### src/rtl/bbcd_pkg.sv
// ---------------------------------------------------------------------------
// Black border crop detect package
// Shared widths, register map, statistics record and small helper functions.
// ---------------------------------------------------------------------------
package bbcd_pkg;

   localparam int BBCD_MAX_DIM = 4096;
   localparam int LUMA_W       = 8;
   localparam int CFG_W        = 13;
   localparam int CSR_ADDR_W   = 5;
   localparam int CSR_DATA_W   = 32;
   localparam int REG_IDX_W    = 3;

   localparam logic [LUMA_W-1:0] BRIGHT_LEVEL = LUMA_W'(24);

   typedef logic [CFG_W-1:0] bbcd_cfg_type;

   typedef enum logic [REG_IDX_W-1:0] {
      REG_FRAME_WIDTH  = 3'd0,
      REG_FRAME_HEIGHT = 3'd1,
      REG_LIMIT_TOP    = 3'd2,
      REG_LIMIT_BOTTOM = 3'd3,
      REG_LIMIT_LEFT   = 3'd4,
      REG_LIMIT_RIGHT  = 3'd5
   } bbcd_reg_type;

   // Bright-pixel statistics of one finished frame.
   typedef struct packed {
      logic         any_bright;
      bbcd_cfg_type first_row;
      bbcd_cfg_type last_row;
      bbcd_cfg_type min_col;
      bbcd_cfg_type max_col;
   } bbcd_stats_type;

   function automatic bbcd_cfg_type min_cfg(input bbcd_cfg_type a, input bbcd_cfg_type b);
      return (a < b) ? a : b;
   endfunction

   function automatic bbcd_cfg_type sat_sub_cfg(input bbcd_cfg_type a, input bbcd_cfg_type b);
      return (a > b) ? a - b : '0;
   endfunction

   function automatic bbcd_cfg_type crop_value(input bbcd_cfg_type limit,
                                               input bbcd_cfg_type count,
                                               input bbcd_cfg_type dim);
      return min_cfg(limit, min_cfg(count, dim));
   endfunction

endpackage

### src/rtl/bbcd_if.sv
// ---------------------------------------------------------------------------
// Black border crop detect channels
// Request channel (luma samples) and response channel (crop counts).
// ---------------------------------------------------------------------------
interface bbcd_req_if;
   logic                        valid;
   logic                        ready;
   logic [bbcd_pkg::LUMA_W-1:0] luma;
   logic                        frame_start;

   modport source (output valid, output luma, output frame_start, input ready);
   modport sink   (input valid, input luma, input frame_start, output ready);
endinterface

interface bbcd_rsp_if;
   logic                       valid;
   logic                       ready;
   logic [bbcd_pkg::CFG_W-1:0] crop_top;
   logic [bbcd_pkg::CFG_W-1:0] crop_bottom;
   logic [bbcd_pkg::CFG_W-1:0] crop_left;
   logic [bbcd_pkg::CFG_W-1:0] crop_right;

   modport source (output valid, output crop_top, output crop_bottom,
                   output crop_left, output crop_right, input ready);
   modport sink   (input valid, input crop_top, input crop_bottom,
                   input crop_left, input crop_right, output ready);
endinterface

### src/rtl/bbcd_tracker.sv
// ---------------------------------------------------------------------------
// Black border crop detect: raster tracker
// Follows the pixel position and the extent of bright pixels in the frame,
// and holds the statistics of a finished frame until they are taken.
// ---------------------------------------------------------------------------
module bbcd_tracker #(
   parameter int MAX_DIM = bbcd_pkg::BBCD_MAX_DIM
) (
   input  logic                        clock,
   input  logic                        reset,
   input  logic                        advance,
   input  logic [bbcd_pkg::LUMA_W-1:0] luma,
   input  logic                        frame_start,
   input  bbcd_pkg::bbcd_cfg_type      w_last,
   input  bbcd_pkg::bbcd_cfg_type      h_last,
   input  logic                        snap_take,
   output logic                        snap_valid,
   output bbcd_pkg::bbcd_stats_type    snap
);
   import bbcd_pkg::*;

   localparam int CNT_W = $clog2(MAX_DIM);
   localparam int CMP_W = (CNT_W > CFG_W) ? CNT_W : CFG_W;
   localparam logic [CNT_W-1:0] CNT_ONES = '1;

   logic [CNT_W-1:0] col_ff, col_in;
   logic [CNT_W-1:0] row_ff, row_in;
   logic             any_ff, any_in;
   logic [CNT_W-1:0] first_ff, first_in;
   logic [CNT_W-1:0] last_ff, last_in;
   logic [CNT_W-1:0] min_ff, min_in;
   logic [CNT_W-1:0] max_ff, max_in;
   logic             snap_valid_ff, snap_valid_in;
   bbcd_stats_type   snap_ff, snap_in;

   always_comb begin
      logic [CNT_W-1:0] b_col, b_row, b_first, b_last, b_min, b_max;
      logic [CNT_W-1:0] n_first, n_last, n_min, n_max;
      logic             b_any, n_any, bright, last_col, last_row;

      // A frame start restarts the position and the bright tracking at this pixel.
      b_col   = frame_start ? '0 : col_ff;
      b_row   = frame_start ? '0 : row_ff;
      b_any   = frame_start ? 1'b0 : any_ff;
      b_first = frame_start ? '0 : first_ff;
      b_last  = frame_start ? '0 : last_ff;
      b_min   = frame_start ? CNT_ONES : min_ff;
      b_max   = frame_start ? '0 : max_ff;

      bright  = (luma >= BRIGHT_LEVEL);
      n_any   = b_any | bright;
      n_first = (bright && !b_any) ? b_row : b_first;
      n_last  = bright ? b_row : b_last;
      n_min   = (bright && (b_col < b_min)) ? b_col : b_min;
      n_max   = (bright && (b_col > b_max)) ? b_col : b_max;

      last_col = (CMP_W'(b_col) >= CMP_W'(w_last));
      last_row = (CMP_W'(b_row) >= CMP_W'(h_last));

      col_in        = col_ff;
      row_in        = row_ff;
      any_in        = any_ff;
      first_in      = first_ff;
      last_in       = last_ff;
      min_in        = min_ff;
      max_in        = max_ff;
      snap_valid_in = snap_valid_ff & ~snap_take;
      snap_in       = snap_ff;

      if (advance) begin
         if (last_col && last_row) begin
            snap_valid_in      = 1'b1;
            snap_in.any_bright = n_any;
            snap_in.first_row  = CFG_W'(n_first);
            snap_in.last_row   = CFG_W'(n_last);
            snap_in.min_col    = CFG_W'(n_min);
            snap_in.max_col    = CFG_W'(n_max);
            col_in   = '0;
            row_in   = '0;
            any_in   = 1'b0;
            first_in = '0;
            last_in  = '0;
            min_in   = CNT_ONES;
            max_in   = '0;
         end else begin
            any_in   = n_any;
            first_in = n_first;
            last_in  = n_last;
            min_in   = n_min;
            max_in   = n_max;
            if (last_col) begin
               col_in = '0;
               row_in = b_row + CNT_W'(1);
            end else begin
               col_in = b_col + CNT_W'(1);
               row_in = b_row;
            end
         end
      end
   end

   always_ff @(posedge clock) begin
      if (reset) begin
         col_ff        <= '0;
         row_ff        <= '0;
         any_ff        <= 1'b0;
         first_ff      <= '0;
         last_ff       <= '0;
         min_ff        <= CNT_ONES;
         max_ff        <= '0;
         snap_valid_ff <= 1'b0;
      end else begin
         col_ff        <= col_in;
         row_ff        <= row_in;
         any_ff        <= any_in;
         first_ff      <= first_in;
         last_ff       <= last_in;
         min_ff        <= min_in;
         max_ff        <= max_in;
         snap_valid_ff <= snap_valid_in;
      end
   end

   always_ff @(posedge clock) begin
      snap_ff <= snap_in;
   end

   assign snap_valid = snap_valid_ff;
   assign snap       = snap_ff;

endmodule

### src/rtl/black_border_crop_detect.sv
// ---------------------------------------------------------------------------
// Black border crop detect
// Measures the dark rows and columns around a luma frame and reports the
// crop count of each side, capped by per-side limit registers.
// ---------------------------------------------------------------------------
// The block takes one luma sample per clock in raster order. It stalls the
// request side only while a finished frame's statistics wait in the raster
// tracker and the response register still holds an untaken result. Each
// request is absorbed by the raster tracker; the request carrying the last
// pixel of a frame stores the frame statistics at its accepting edge, and
// the response register is loaded from those statistics once it is free,
// through one register stage of compares and a subtract. Register writes
// must be made only while no frame result is in flight. No clearing pass
// follows reset.
module black_border_crop_detect #(
   parameter int MAX_DIM = bbcd_pkg::BBCD_MAX_DIM
) (
   input  logic                            clock,
   input  logic                            reset,
   bbcd_req_if.sink                        req_if,
   bbcd_rsp_if.source                      rsp_if,
   input  logic                            csr_psel,
   input  logic                            csr_penable,
   input  logic                            csr_pwrite,
   input  logic [bbcd_pkg::CSR_ADDR_W-1:0] csr_paddr,
   input  logic [bbcd_pkg::CSR_DATA_W-1:0] csr_pwdata,
   output logic [bbcd_pkg::CSR_DATA_W-1:0] csr_prdata,
   output logic                            csr_pready
);
   import bbcd_pkg::*;

   localparam logic [31:0] DIM_LIM = 32'(MAX_DIM);

   bbcd_cfg_type   frame_width_ff, frame_width_in;
   bbcd_cfg_type   frame_height_ff, frame_height_in;
   bbcd_cfg_type   limit_top_ff, limit_top_in;
   bbcd_cfg_type   limit_bottom_ff, limit_bottom_in;
   bbcd_cfg_type   limit_left_ff, limit_left_in;
   bbcd_cfg_type   limit_right_ff, limit_right_in;

   bbcd_cfg_type   w_eff, h_eff;
   logic           csr_write;
   bbcd_reg_type   reg_idx;

   logic           snap_valid, snap_take, out_free, req_accept;
   bbcd_stats_type snap;

   logic           rsp_valid_ff, rsp_valid_in;
   bbcd_cfg_type   rsp_top_ff, rsp_top_in;
   bbcd_cfg_type   rsp_bottom_ff, rsp_bottom_in;
   bbcd_cfg_type   rsp_left_ff, rsp_left_in;
   bbcd_cfg_type   rsp_right_ff, rsp_right_in;

   // Register port.
   assign csr_pready = 1'b1;
   assign csr_write  = csr_psel & csr_penable & csr_pwrite;
   assign reg_idx    = bbcd_reg_type'(csr_paddr[CSR_ADDR_W-1:2]);

   always_comb begin
      frame_width_in  = frame_width_ff;
      frame_height_in = frame_height_ff;
      limit_top_in    = limit_top_ff;
      limit_bottom_in = limit_bottom_ff;
      limit_left_in   = limit_left_ff;
      limit_right_in  = limit_right_ff;
      if (csr_write) begin
         unique case (reg_idx)
            REG_FRAME_WIDTH:  frame_width_in  = csr_pwdata[CFG_W-1:0];
            REG_FRAME_HEIGHT: frame_height_in = csr_pwdata[CFG_W-1:0];
            REG_LIMIT_TOP:    limit_top_in    = csr_pwdata[CFG_W-1:0];
            REG_LIMIT_BOTTOM: limit_bottom_in = csr_pwdata[CFG_W-1:0];
            REG_LIMIT_LEFT:   limit_left_in   = csr_pwdata[CFG_W-1:0];
            REG_LIMIT_RIGHT:  limit_right_in  = csr_pwdata[CFG_W-1:0];
            default:          ;
         endcase
      end
   end

   always_comb begin
      csr_prdata = '0;
      unique case (reg_idx)
         REG_FRAME_WIDTH:  csr_prdata = CSR_DATA_W'(frame_width_ff);
         REG_FRAME_HEIGHT: csr_prdata = CSR_DATA_W'(frame_height_ff);
         REG_LIMIT_TOP:    csr_prdata = CSR_DATA_W'(limit_top_ff);
         REG_LIMIT_BOTTOM: csr_prdata = CSR_DATA_W'(limit_bottom_ff);
         REG_LIMIT_LEFT:   csr_prdata = CSR_DATA_W'(limit_left_ff);
         REG_LIMIT_RIGHT:  csr_prdata = CSR_DATA_W'(limit_right_ff);
         default:          csr_prdata = '0;
      endcase
   end

   always_ff @(posedge clock) begin
      if (reset) begin
         frame_width_ff  <= CFG_W'(1920);
         frame_height_ff <= CFG_W'(1080);
         limit_top_ff    <= '0;
         limit_bottom_ff <= '0;
         limit_left_ff   <= '0;
         limit_right_ff  <= '0;
      end else begin
         frame_width_ff  <= frame_width_in;
         frame_height_ff <= frame_height_in;
         limit_top_ff    <= limit_top_in;
         limit_bottom_ff <= limit_bottom_in;
         limit_left_ff   <= limit_left_in;
         limit_right_ff  <= limit_right_in;
      end
   end

   // A size of zero acts as one, and a size beyond the largest frame acts as that.
   always_comb begin
      if (frame_width_ff == '0) begin
         w_eff = CFG_W'(1);
      end else if (32'(frame_width_ff) > DIM_LIM) begin
         w_eff = CFG_W'(DIM_LIM);
      end else begin
         w_eff = frame_width_ff;
      end
      if (frame_height_ff == '0) begin
         h_eff = CFG_W'(1);
      end else if (32'(frame_height_ff) > DIM_LIM) begin
         h_eff = CFG_W'(DIM_LIM);
      end else begin
         h_eff = frame_height_ff;
      end
   end

   // Handshake: the tracker holds one finished frame, the response register another.
   assign out_free     = ~rsp_valid_ff | rsp_if.ready;
   assign snap_take    = snap_valid & out_free;
   assign req_if.ready = ~snap_valid | out_free;
   assign req_accept   = req_if.valid & req_if.ready;

   bbcd_tracker #(
      .MAX_DIM (MAX_DIM)
   ) u_tracker (
      .clock       (clock),
      .reset       (reset),
      .advance     (req_accept),
      .luma        (req_if.luma),
      .frame_start (req_if.frame_start),
      .w_last      (w_eff - CFG_W'(1)),
      .h_last      (h_eff - CFG_W'(1)),
      .snap_take   (snap_take),
      .snap_valid  (snap_valid),
      .snap        (snap)
   );

   always_comb begin
      bbcd_cfg_type top_cnt, bottom_cnt, left_cnt, right_cnt;

      // With no bright pixel the whole frame counts as border.
      if (snap.any_bright) begin
         top_cnt    = snap.first_row;
         bottom_cnt = sat_sub_cfg(h_eff - CFG_W'(1), snap.last_row);
         left_cnt   = snap.min_col;
         right_cnt  = sat_sub_cfg(w_eff - CFG_W'(1), snap.max_col);
      end else begin
         top_cnt    = h_eff;
         bottom_cnt = h_eff;
         left_cnt   = w_eff;
         right_cnt  = w_eff;
      end

      rsp_valid_in  = rsp_valid_ff & ~rsp_if.ready;
      rsp_top_in    = rsp_top_ff;
      rsp_bottom_in = rsp_bottom_ff;
      rsp_left_in   = rsp_left_ff;
      rsp_right_in  = rsp_right_ff;
      if (snap_take) begin
         rsp_valid_in  = 1'b1;
         rsp_top_in    = crop_value(limit_top_ff, top_cnt, h_eff);
         rsp_bottom_in = crop_value(limit_bottom_ff, bottom_cnt, h_eff);
         rsp_left_in   = crop_value(limit_left_ff, left_cnt, w_eff);
         rsp_right_in  = crop_value(limit_right_ff, right_cnt, w_eff);
      end
   end

   always_ff @(posedge clock) begin
      if (reset) begin
         rsp_valid_ff <= 1'b0;
      end else begin
         rsp_valid_ff <= rsp_valid_in;
      end
   end

   always_ff @(posedge clock) begin
      rsp_top_ff    <= rsp_top_in;
      rsp_bottom_ff <= rsp_bottom_in;
      rsp_left_ff   <= rsp_left_in;
      rsp_right_ff  <= rsp_right_in;
   end

   assign rsp_if.valid       = rsp_valid_ff;
   assign rsp_if.crop_top    = rsp_top_ff;
   assign rsp_if.crop_bottom = rsp_bottom_ff;
   assign rsp_if.crop_left   = rsp_left_ff;
   assign rsp_if.crop_right  = rsp_right_ff;

   // Checks.
   a_crop_within_limit : assert property (@(posedge clock) disable iff (reset)
      rsp_valid_ff |-> (rsp_top_ff <= limit_top_ff) && (rsp_bottom_ff <= limit_bottom_ff) &&
                       (rsp_left_ff <= limit_left_ff) && (rsp_right_ff <= limit_right_ff))
      else $error("crop count exceeds its limit register");

   a_crop_within_frame : assert property (@(posedge clock) disable iff (reset)
      rsp_valid_ff |-> (rsp_top_ff <= h_eff) && (rsp_bottom_ff <= h_eff) &&
                       (rsp_left_ff <= w_eff) && (rsp_right_ff <= w_eff))
      else $error("crop count exceeds the frame size");

   a_take_loads_response : assert property (@(posedge clock) disable iff (reset)
      snap_take |=> rsp_valid_ff)
      else $error("taken frame statistics did not reach the response register");

   a_no_overwrite : assert property (@(posedge clock) disable iff (reset)
      req_accept |-> !(snap_valid && !snap_take))
      else $error("request accepted while a finished frame was blocked");

endmodule
### src/flat_wrapper.sv
// flat-port wrapper written by rule: the top's interface ports become plain ports
module black_border_crop_detect_flat import bbcd_pkg::*;
#(
   parameter int MAX_DIM = bbcd_pkg::BBCD_MAX_DIM
)
  (clock, reset, csr_psel, csr_penable, csr_pwrite, csr_paddr, csr_pwdata, csr_prdata, csr_pready, req_if_valid, req_if_luma, req_if_frame_start, req_if_ready, rsp_if_valid, rsp_if_crop_top, rsp_if_crop_bottom, rsp_if_crop_left, rsp_if_crop_right, rsp_if_ready);
  bbcd_req_if req_if_i ();
  bbcd_rsp_if rsp_if_i ();
  input  logic clock;
  input  logic reset;
  input  logic csr_psel;
  input  logic csr_penable;
  input  logic csr_pwrite;
  input  logic [bbcd_pkg::CSR_ADDR_W-1:0] csr_paddr;
  input  logic [bbcd_pkg::CSR_DATA_W-1:0] csr_pwdata;
  output logic [bbcd_pkg::CSR_DATA_W-1:0] csr_prdata;
  output logic csr_pready;
  input wire logic [$bits(req_if_i.valid)-1:0] req_if_valid;
  input wire logic [$bits(req_if_i.luma)-1:0] req_if_luma;
  input wire logic [$bits(req_if_i.frame_start)-1:0] req_if_frame_start;
  output wire logic [$bits(req_if_i.ready)-1:0] req_if_ready;
  output wire logic [$bits(rsp_if_i.valid)-1:0] rsp_if_valid;
  output wire logic [$bits(rsp_if_i.crop_top)-1:0] rsp_if_crop_top;
  output wire logic [$bits(rsp_if_i.crop_bottom)-1:0] rsp_if_crop_bottom;
  output wire logic [$bits(rsp_if_i.crop_left)-1:0] rsp_if_crop_left;
  output wire logic [$bits(rsp_if_i.crop_right)-1:0] rsp_if_crop_right;
  input wire logic [$bits(rsp_if_i.ready)-1:0] rsp_if_ready;
  assign req_if_i.valid = req_if_valid;
  assign req_if_i.luma = req_if_luma;
  assign req_if_i.frame_start = req_if_frame_start;
  assign req_if_ready = req_if_i.ready;
  assign rsp_if_valid = rsp_if_i.valid;
  assign rsp_if_crop_top = rsp_if_i.crop_top;
  assign rsp_if_crop_bottom = rsp_if_i.crop_bottom;
  assign rsp_if_crop_left = rsp_if_i.crop_left;
  assign rsp_if_crop_right = rsp_if_i.crop_right;
  assign rsp_if_i.ready = rsp_if_ready;
  black_border_crop_detect #(.MAX_DIM(MAX_DIM)) u_core (.clock(clock), .reset(reset), .req_if(req_if_i), .rsp_if(rsp_if_i), .csr_psel(csr_psel), .csr_penable(csr_penable), .csr_pwrite(csr_pwrite), .csr_paddr(csr_paddr), .csr_pwdata(csr_pwdata), .csr_prdata(csr_prdata), .csr_pready(csr_pready));
endmodule
### config.mk
export PLATFORM = sky130hd
export DESIGN_NAME = black_border_crop_detect_flat
export DESIGN_NICKNAME = d
export VERILOG_FILES = /design/src/rtl/bbcd_pkg.sv /design/src/rtl/bbcd_if.sv /design/src/rtl/bbcd_tracker.sv /design/src/rtl/black_border_crop_detect.sv /design/src/flat_wrapper.sv
export SDC_FILE = /design/constraint.sdc
export NUM_CORES = 1
export LEC_CHECK = 0
export ABC_AREA = 1
export BUFFER_PORTS_ARGS = -buffer_cell sky130_fd_sc_hd__buf_2
export CELL_PAD_IN_SITES_DETAIL_PLACEMENT = 1
export CELL_PAD_IN_SITES_GLOBAL_PLACEMENT = 1
export CORE_MARGIN = 2
export CORE_UTILIZATION = 45
export CTS_BUF_LIST = sky130_fd_sc_hd__clkbuf_16
export DETAILED_ROUTE_END_ITERATION = 12
export PLACE_DENSITY_LB_ADDON = 0.1
export SKIP_CTS_REPAIR_TIMING = 1
export SLEW_MARGIN = 20
export SYNTH_ARGS = -nofsm -noshare
export SYNTH_HDL_FRONTEND = slang
export SYNTH_SLANG_ARGS = --single-unit
### constraint.sdc
create_clock -name clock -period 8.4 [get_ports clock]
set_clock_uncertainty 0.15 [all_clocks]
set_input_delay 0.42 -clock clock [delete_from_list [all_inputs] [get_ports clock]]
set_output_delay 0.42 -clock clock [all_outputs]
set_load 0.02 [all_outputs]
==> results.md <==
- Outcome: completed
- Pleak: 0.00853 uW
- Design Area, Final: 0.0190 mm2
- GRT Residual Overflow: 0
- WL per Instance: roughly 20 um
- Routed length on met2: approximately 26,000 um
- Peak Freq: roughly 130 MHz
- Max Slew Vio Count: 0
- Die extent in x: 199 um
- CTS root buf: clkbuf_16
- Placed cell area: 0.0179 mm2
- CTS tree: yes
- Fin crit share: 91.8%
- CP Capture Type: register
- Syn avg cell area: 7.37 um2
- Max-Cap Viols: 0
- Unrepaired setup endpoints after global routing: no
- # diodes: 0
- Max Used Layer: met4
- DRC: 0
- Post-synthesis sequential area ratio: 35.7%
- # setup viols final: 0
- HPWL Detailed: 42,800 um
- Min-Delay Path Class: in -> reg
- H-tree levels: 1
- Final Hold Fails: 0
- Share of cells above drive strength 1: 8.69%
- I/O pin total: 140
- Setup slack after layout: just under 700 ps
- DR WL met3: between 2000 and 3000 um
- Total Wirelength: 57,000 um
- Vias in the first global route: 16,500
- Relative slew slack: between 30% and 40%
- Reg clk slew, reported paths: 60 ps
- Largest net degree at the start of global routing: 82
- Critical path class: reg -> reg
- Port Buf Inserts: 95
- CP dominant cell by count: nand2_1
- DR pass1 iterations: 5
- RePlAce Congestion: 0.896
- Routed vias: 16,300
- Die Area: 0.0395 mm2
- GRT Overall Usage: 28.8%
- Pwr Density: 166 mW/mm2
- CTS buffer count: 30
- Skew-Pair Late Insertion Delay: 590 ps
- #FFs+latches synth: 254
- Place WS: approximately 400 ps
- Crit start category: register
- Initial antenna violation count: 0
- Worst Tran Pin Value: about 940 ps
- Ys Warns: 0
- Maximum clock path buffer count: 3
- CP arrival: 7890 ps
- M1 wire length: 26,500 um
- Starting Density: about 46%
- WP data required: 8580 ps
- Chip height: 199 um
- Via density per instance: around 5.6
- Crit path max fanout: 22
- Netlist Area Pre-Place: 0.0171 mm2
- Num rows: 71
- Peak VDD IR: 0.143 mV
- Final ANT Viol Nets: 0
- Filler cells: 4,825
- Synth unique cells: 52
- Max incr delay on CP: 440 ps
- Critical-path top delay cell: dfxtp_1
- Setup_tns: 0 ps
- Final Util: 50.6%
- P&R area growth vs syn: 11.1%
- Final min period: slightly below 8000 ps
- First-pass GRT wire length: 89,500 um
- Nets: 2,593
- CTS sink cnt: 254
- Core area: 0.0375 mm2
- DR iter-0 viols: ~1,100
- Post-Syn Instances: 2,317
per-stage QoR:
stage / hold WS (ps) / cells / total power, uW
floorplan: 288 / 2335 / 1660
global placement: 302 / 2846 / 1760
detailed placement: 306 / 2846 / 1780
CTS: -18.0 / 2902 / 3170
global route: 23.1 / 2904 / 3280
finish: 10.4 / 2904 / 3160
cells by family (layout without fill, tap and decap cells):
family                     after synthesis  in the layout  share of synthesized area [%]
AOI/OAI and AO/OA                      545            545                           17.9
xor gates and xnor gates                47             47                           2.41
adders and majority gates              171            171                           12.6
buffers and inverters                  374            432                           9.00
DFF                                    254            254                           35.7
other                                    2             20                         0.0440
and+or+nand+nor                        924            924                           22.4
per-layer routing:
metal / vias to the layer above / global-route usage, %
li1: 7931 / -
met3: 84 / 3.02
met5: - / 0
met2: 386 / 48.3
met4: 0 / 8.87
met1: 7906 / 39.1
cell usage in the layout (no fill, tap or decap), types with 26 or more instances in the layout:
| master | count |
|---|---|
| edfxtp_1 | 101 |
| buf_2 | 95 |
| o21ai_0 | 209 |
| ha_1 | 169 |
| xor2_1 | 32 |
| o21ai_1 | 27 |
| nand3_1 | 111 |
| a21oi_1 | 190 |
| nor2_1 | 222 |
| inv_1 | 247 |
| nand4_1 | 28 |
| dfxtp_1 | 153 |
| nand2_1 | 502 |
| nor3_1 | 26 |
| clkbuf_16 | 31 |
critical path, delay by kind of cell (launching register included):
kind,cells,cell delay [ps]
compound gates,8,1850
xor+xnor,1,350
flops,1,440
simple gates,22,2560
fa+ha+maj,4,1160
buf+inv,7,960
synthesized netlist by cell type, drive strengths merged:
library cell / n / area (um2)
a211oi: 18 / 135
a21boi: 2 / 15.0
o221ai: 3 / 26.3
o221a: 4 / 45.0
nor3: 27 / 146
a22oi: 2 / 15.0
o21ai: 236 / 1180
xnor2: 15 / 131
or2: 2 / 12.5
nand3: 115 / 596
a221oi: 14 / 123
inv: 251 / 942
o21a: 1 / 7.51
edfxtp: 101 / 3030
a31oi: 9 / 56.3
a31o: 1 / 8.76
a2111oi: 2 / 17.5
o31ai: 4 / 30.0
o22ai: 21 / 131
a21oi: 191 / 956
xor2: 32 / 280
o41ai: 2 / 25.0
nand4: 28 / 175
fa: 2 / 40.0
o311ai: 1 / 8.76
o211ai: 17 / 128
nand2: 516 / 1970
clkinv: 8 / 30.0
dfxtp: 153 / 3060
and2: 3 / 18.8
buf: 46 / 307
conb: 2 / 7.51
a21o: 4 / 30.0
nor4: 6 / 37.5
nor2: 224 / 843
a221o: 3 / 30.0
o21bai: 1 / 7.51
o2111ai: 9 / 78.8
ha: 169 / 2110
nand3b: 3 / 22.5
clkbuf: 69 / 259
report_power, final:
part	internal (uW)	leakage, uW	switching, uW
Combinational	127	0.00592	300
Sequential	1310	0.00211	18.5
Clock	824	0.000495	571
Total	2270	0.00853	889
area by class of cell:
| type | count | area [um2] | share of cell area [%] |
|---|---|---|---|
| Timing Repair Buffer | 117 | 641 | 3.38 |
| Clock inverter | 25 | 270 | 1.42 |
| Tap cell | 511 | 639 | 3.37 |
| Clock buffer | 31 | 776 | 4.09 |
| Multi-Input combinational cell | 1707 | 9580 | 50.5 |
| Sequential cell | 254 | 6100 | 32.1 |
| Inverter | 259 | 972 | 5.13 |
path summary, 6_finish.rpt:
kind / start / end / slack, ps / depth (start not counted)
max reg2reg: u_core.frame_width_ff[9]$_SDFFE_PP1P_ / u_core.rsp_if.crop_right[4]$_DFFE_PP_ / 690 / 42
min: rsp_if_ready / u_core.rsp_if.valid$_SDFF_PP0_ / 10 / 4
min reg2reg: u_core.u_tracker.row_ff[4]$_SDFFE_PP0P_ / u_core.u_tracker.row_ff[4]$_SDFFE_PP0P_ / 320 / 2
max: u_core.frame_width_ff[9]$_SDFFE_PP1P_ / u_core.rsp_if.crop_right[4]$_DFFE_PP_ / 690 / 42
state kept, by name, summed over array words and instances (netlist names), 13 cells and up:
name	flops
u_core.rsp_if.crop_bottom	13
u_core.limit_bottom_ff	13
u_core.limit_top_ff	13
u_core.frame_width_ff	13
u_core.rsp_if.crop_left	13
u_core.u_tracker.snap	49
u_core.limit_left_ff	13
u_core.rsp_if.crop_right	13
u_core.limit_right_ff	13
u_core.rsp_if.crop_top	13
u_core.frame_height_ff	13
(Power assumes the default switching activity.)
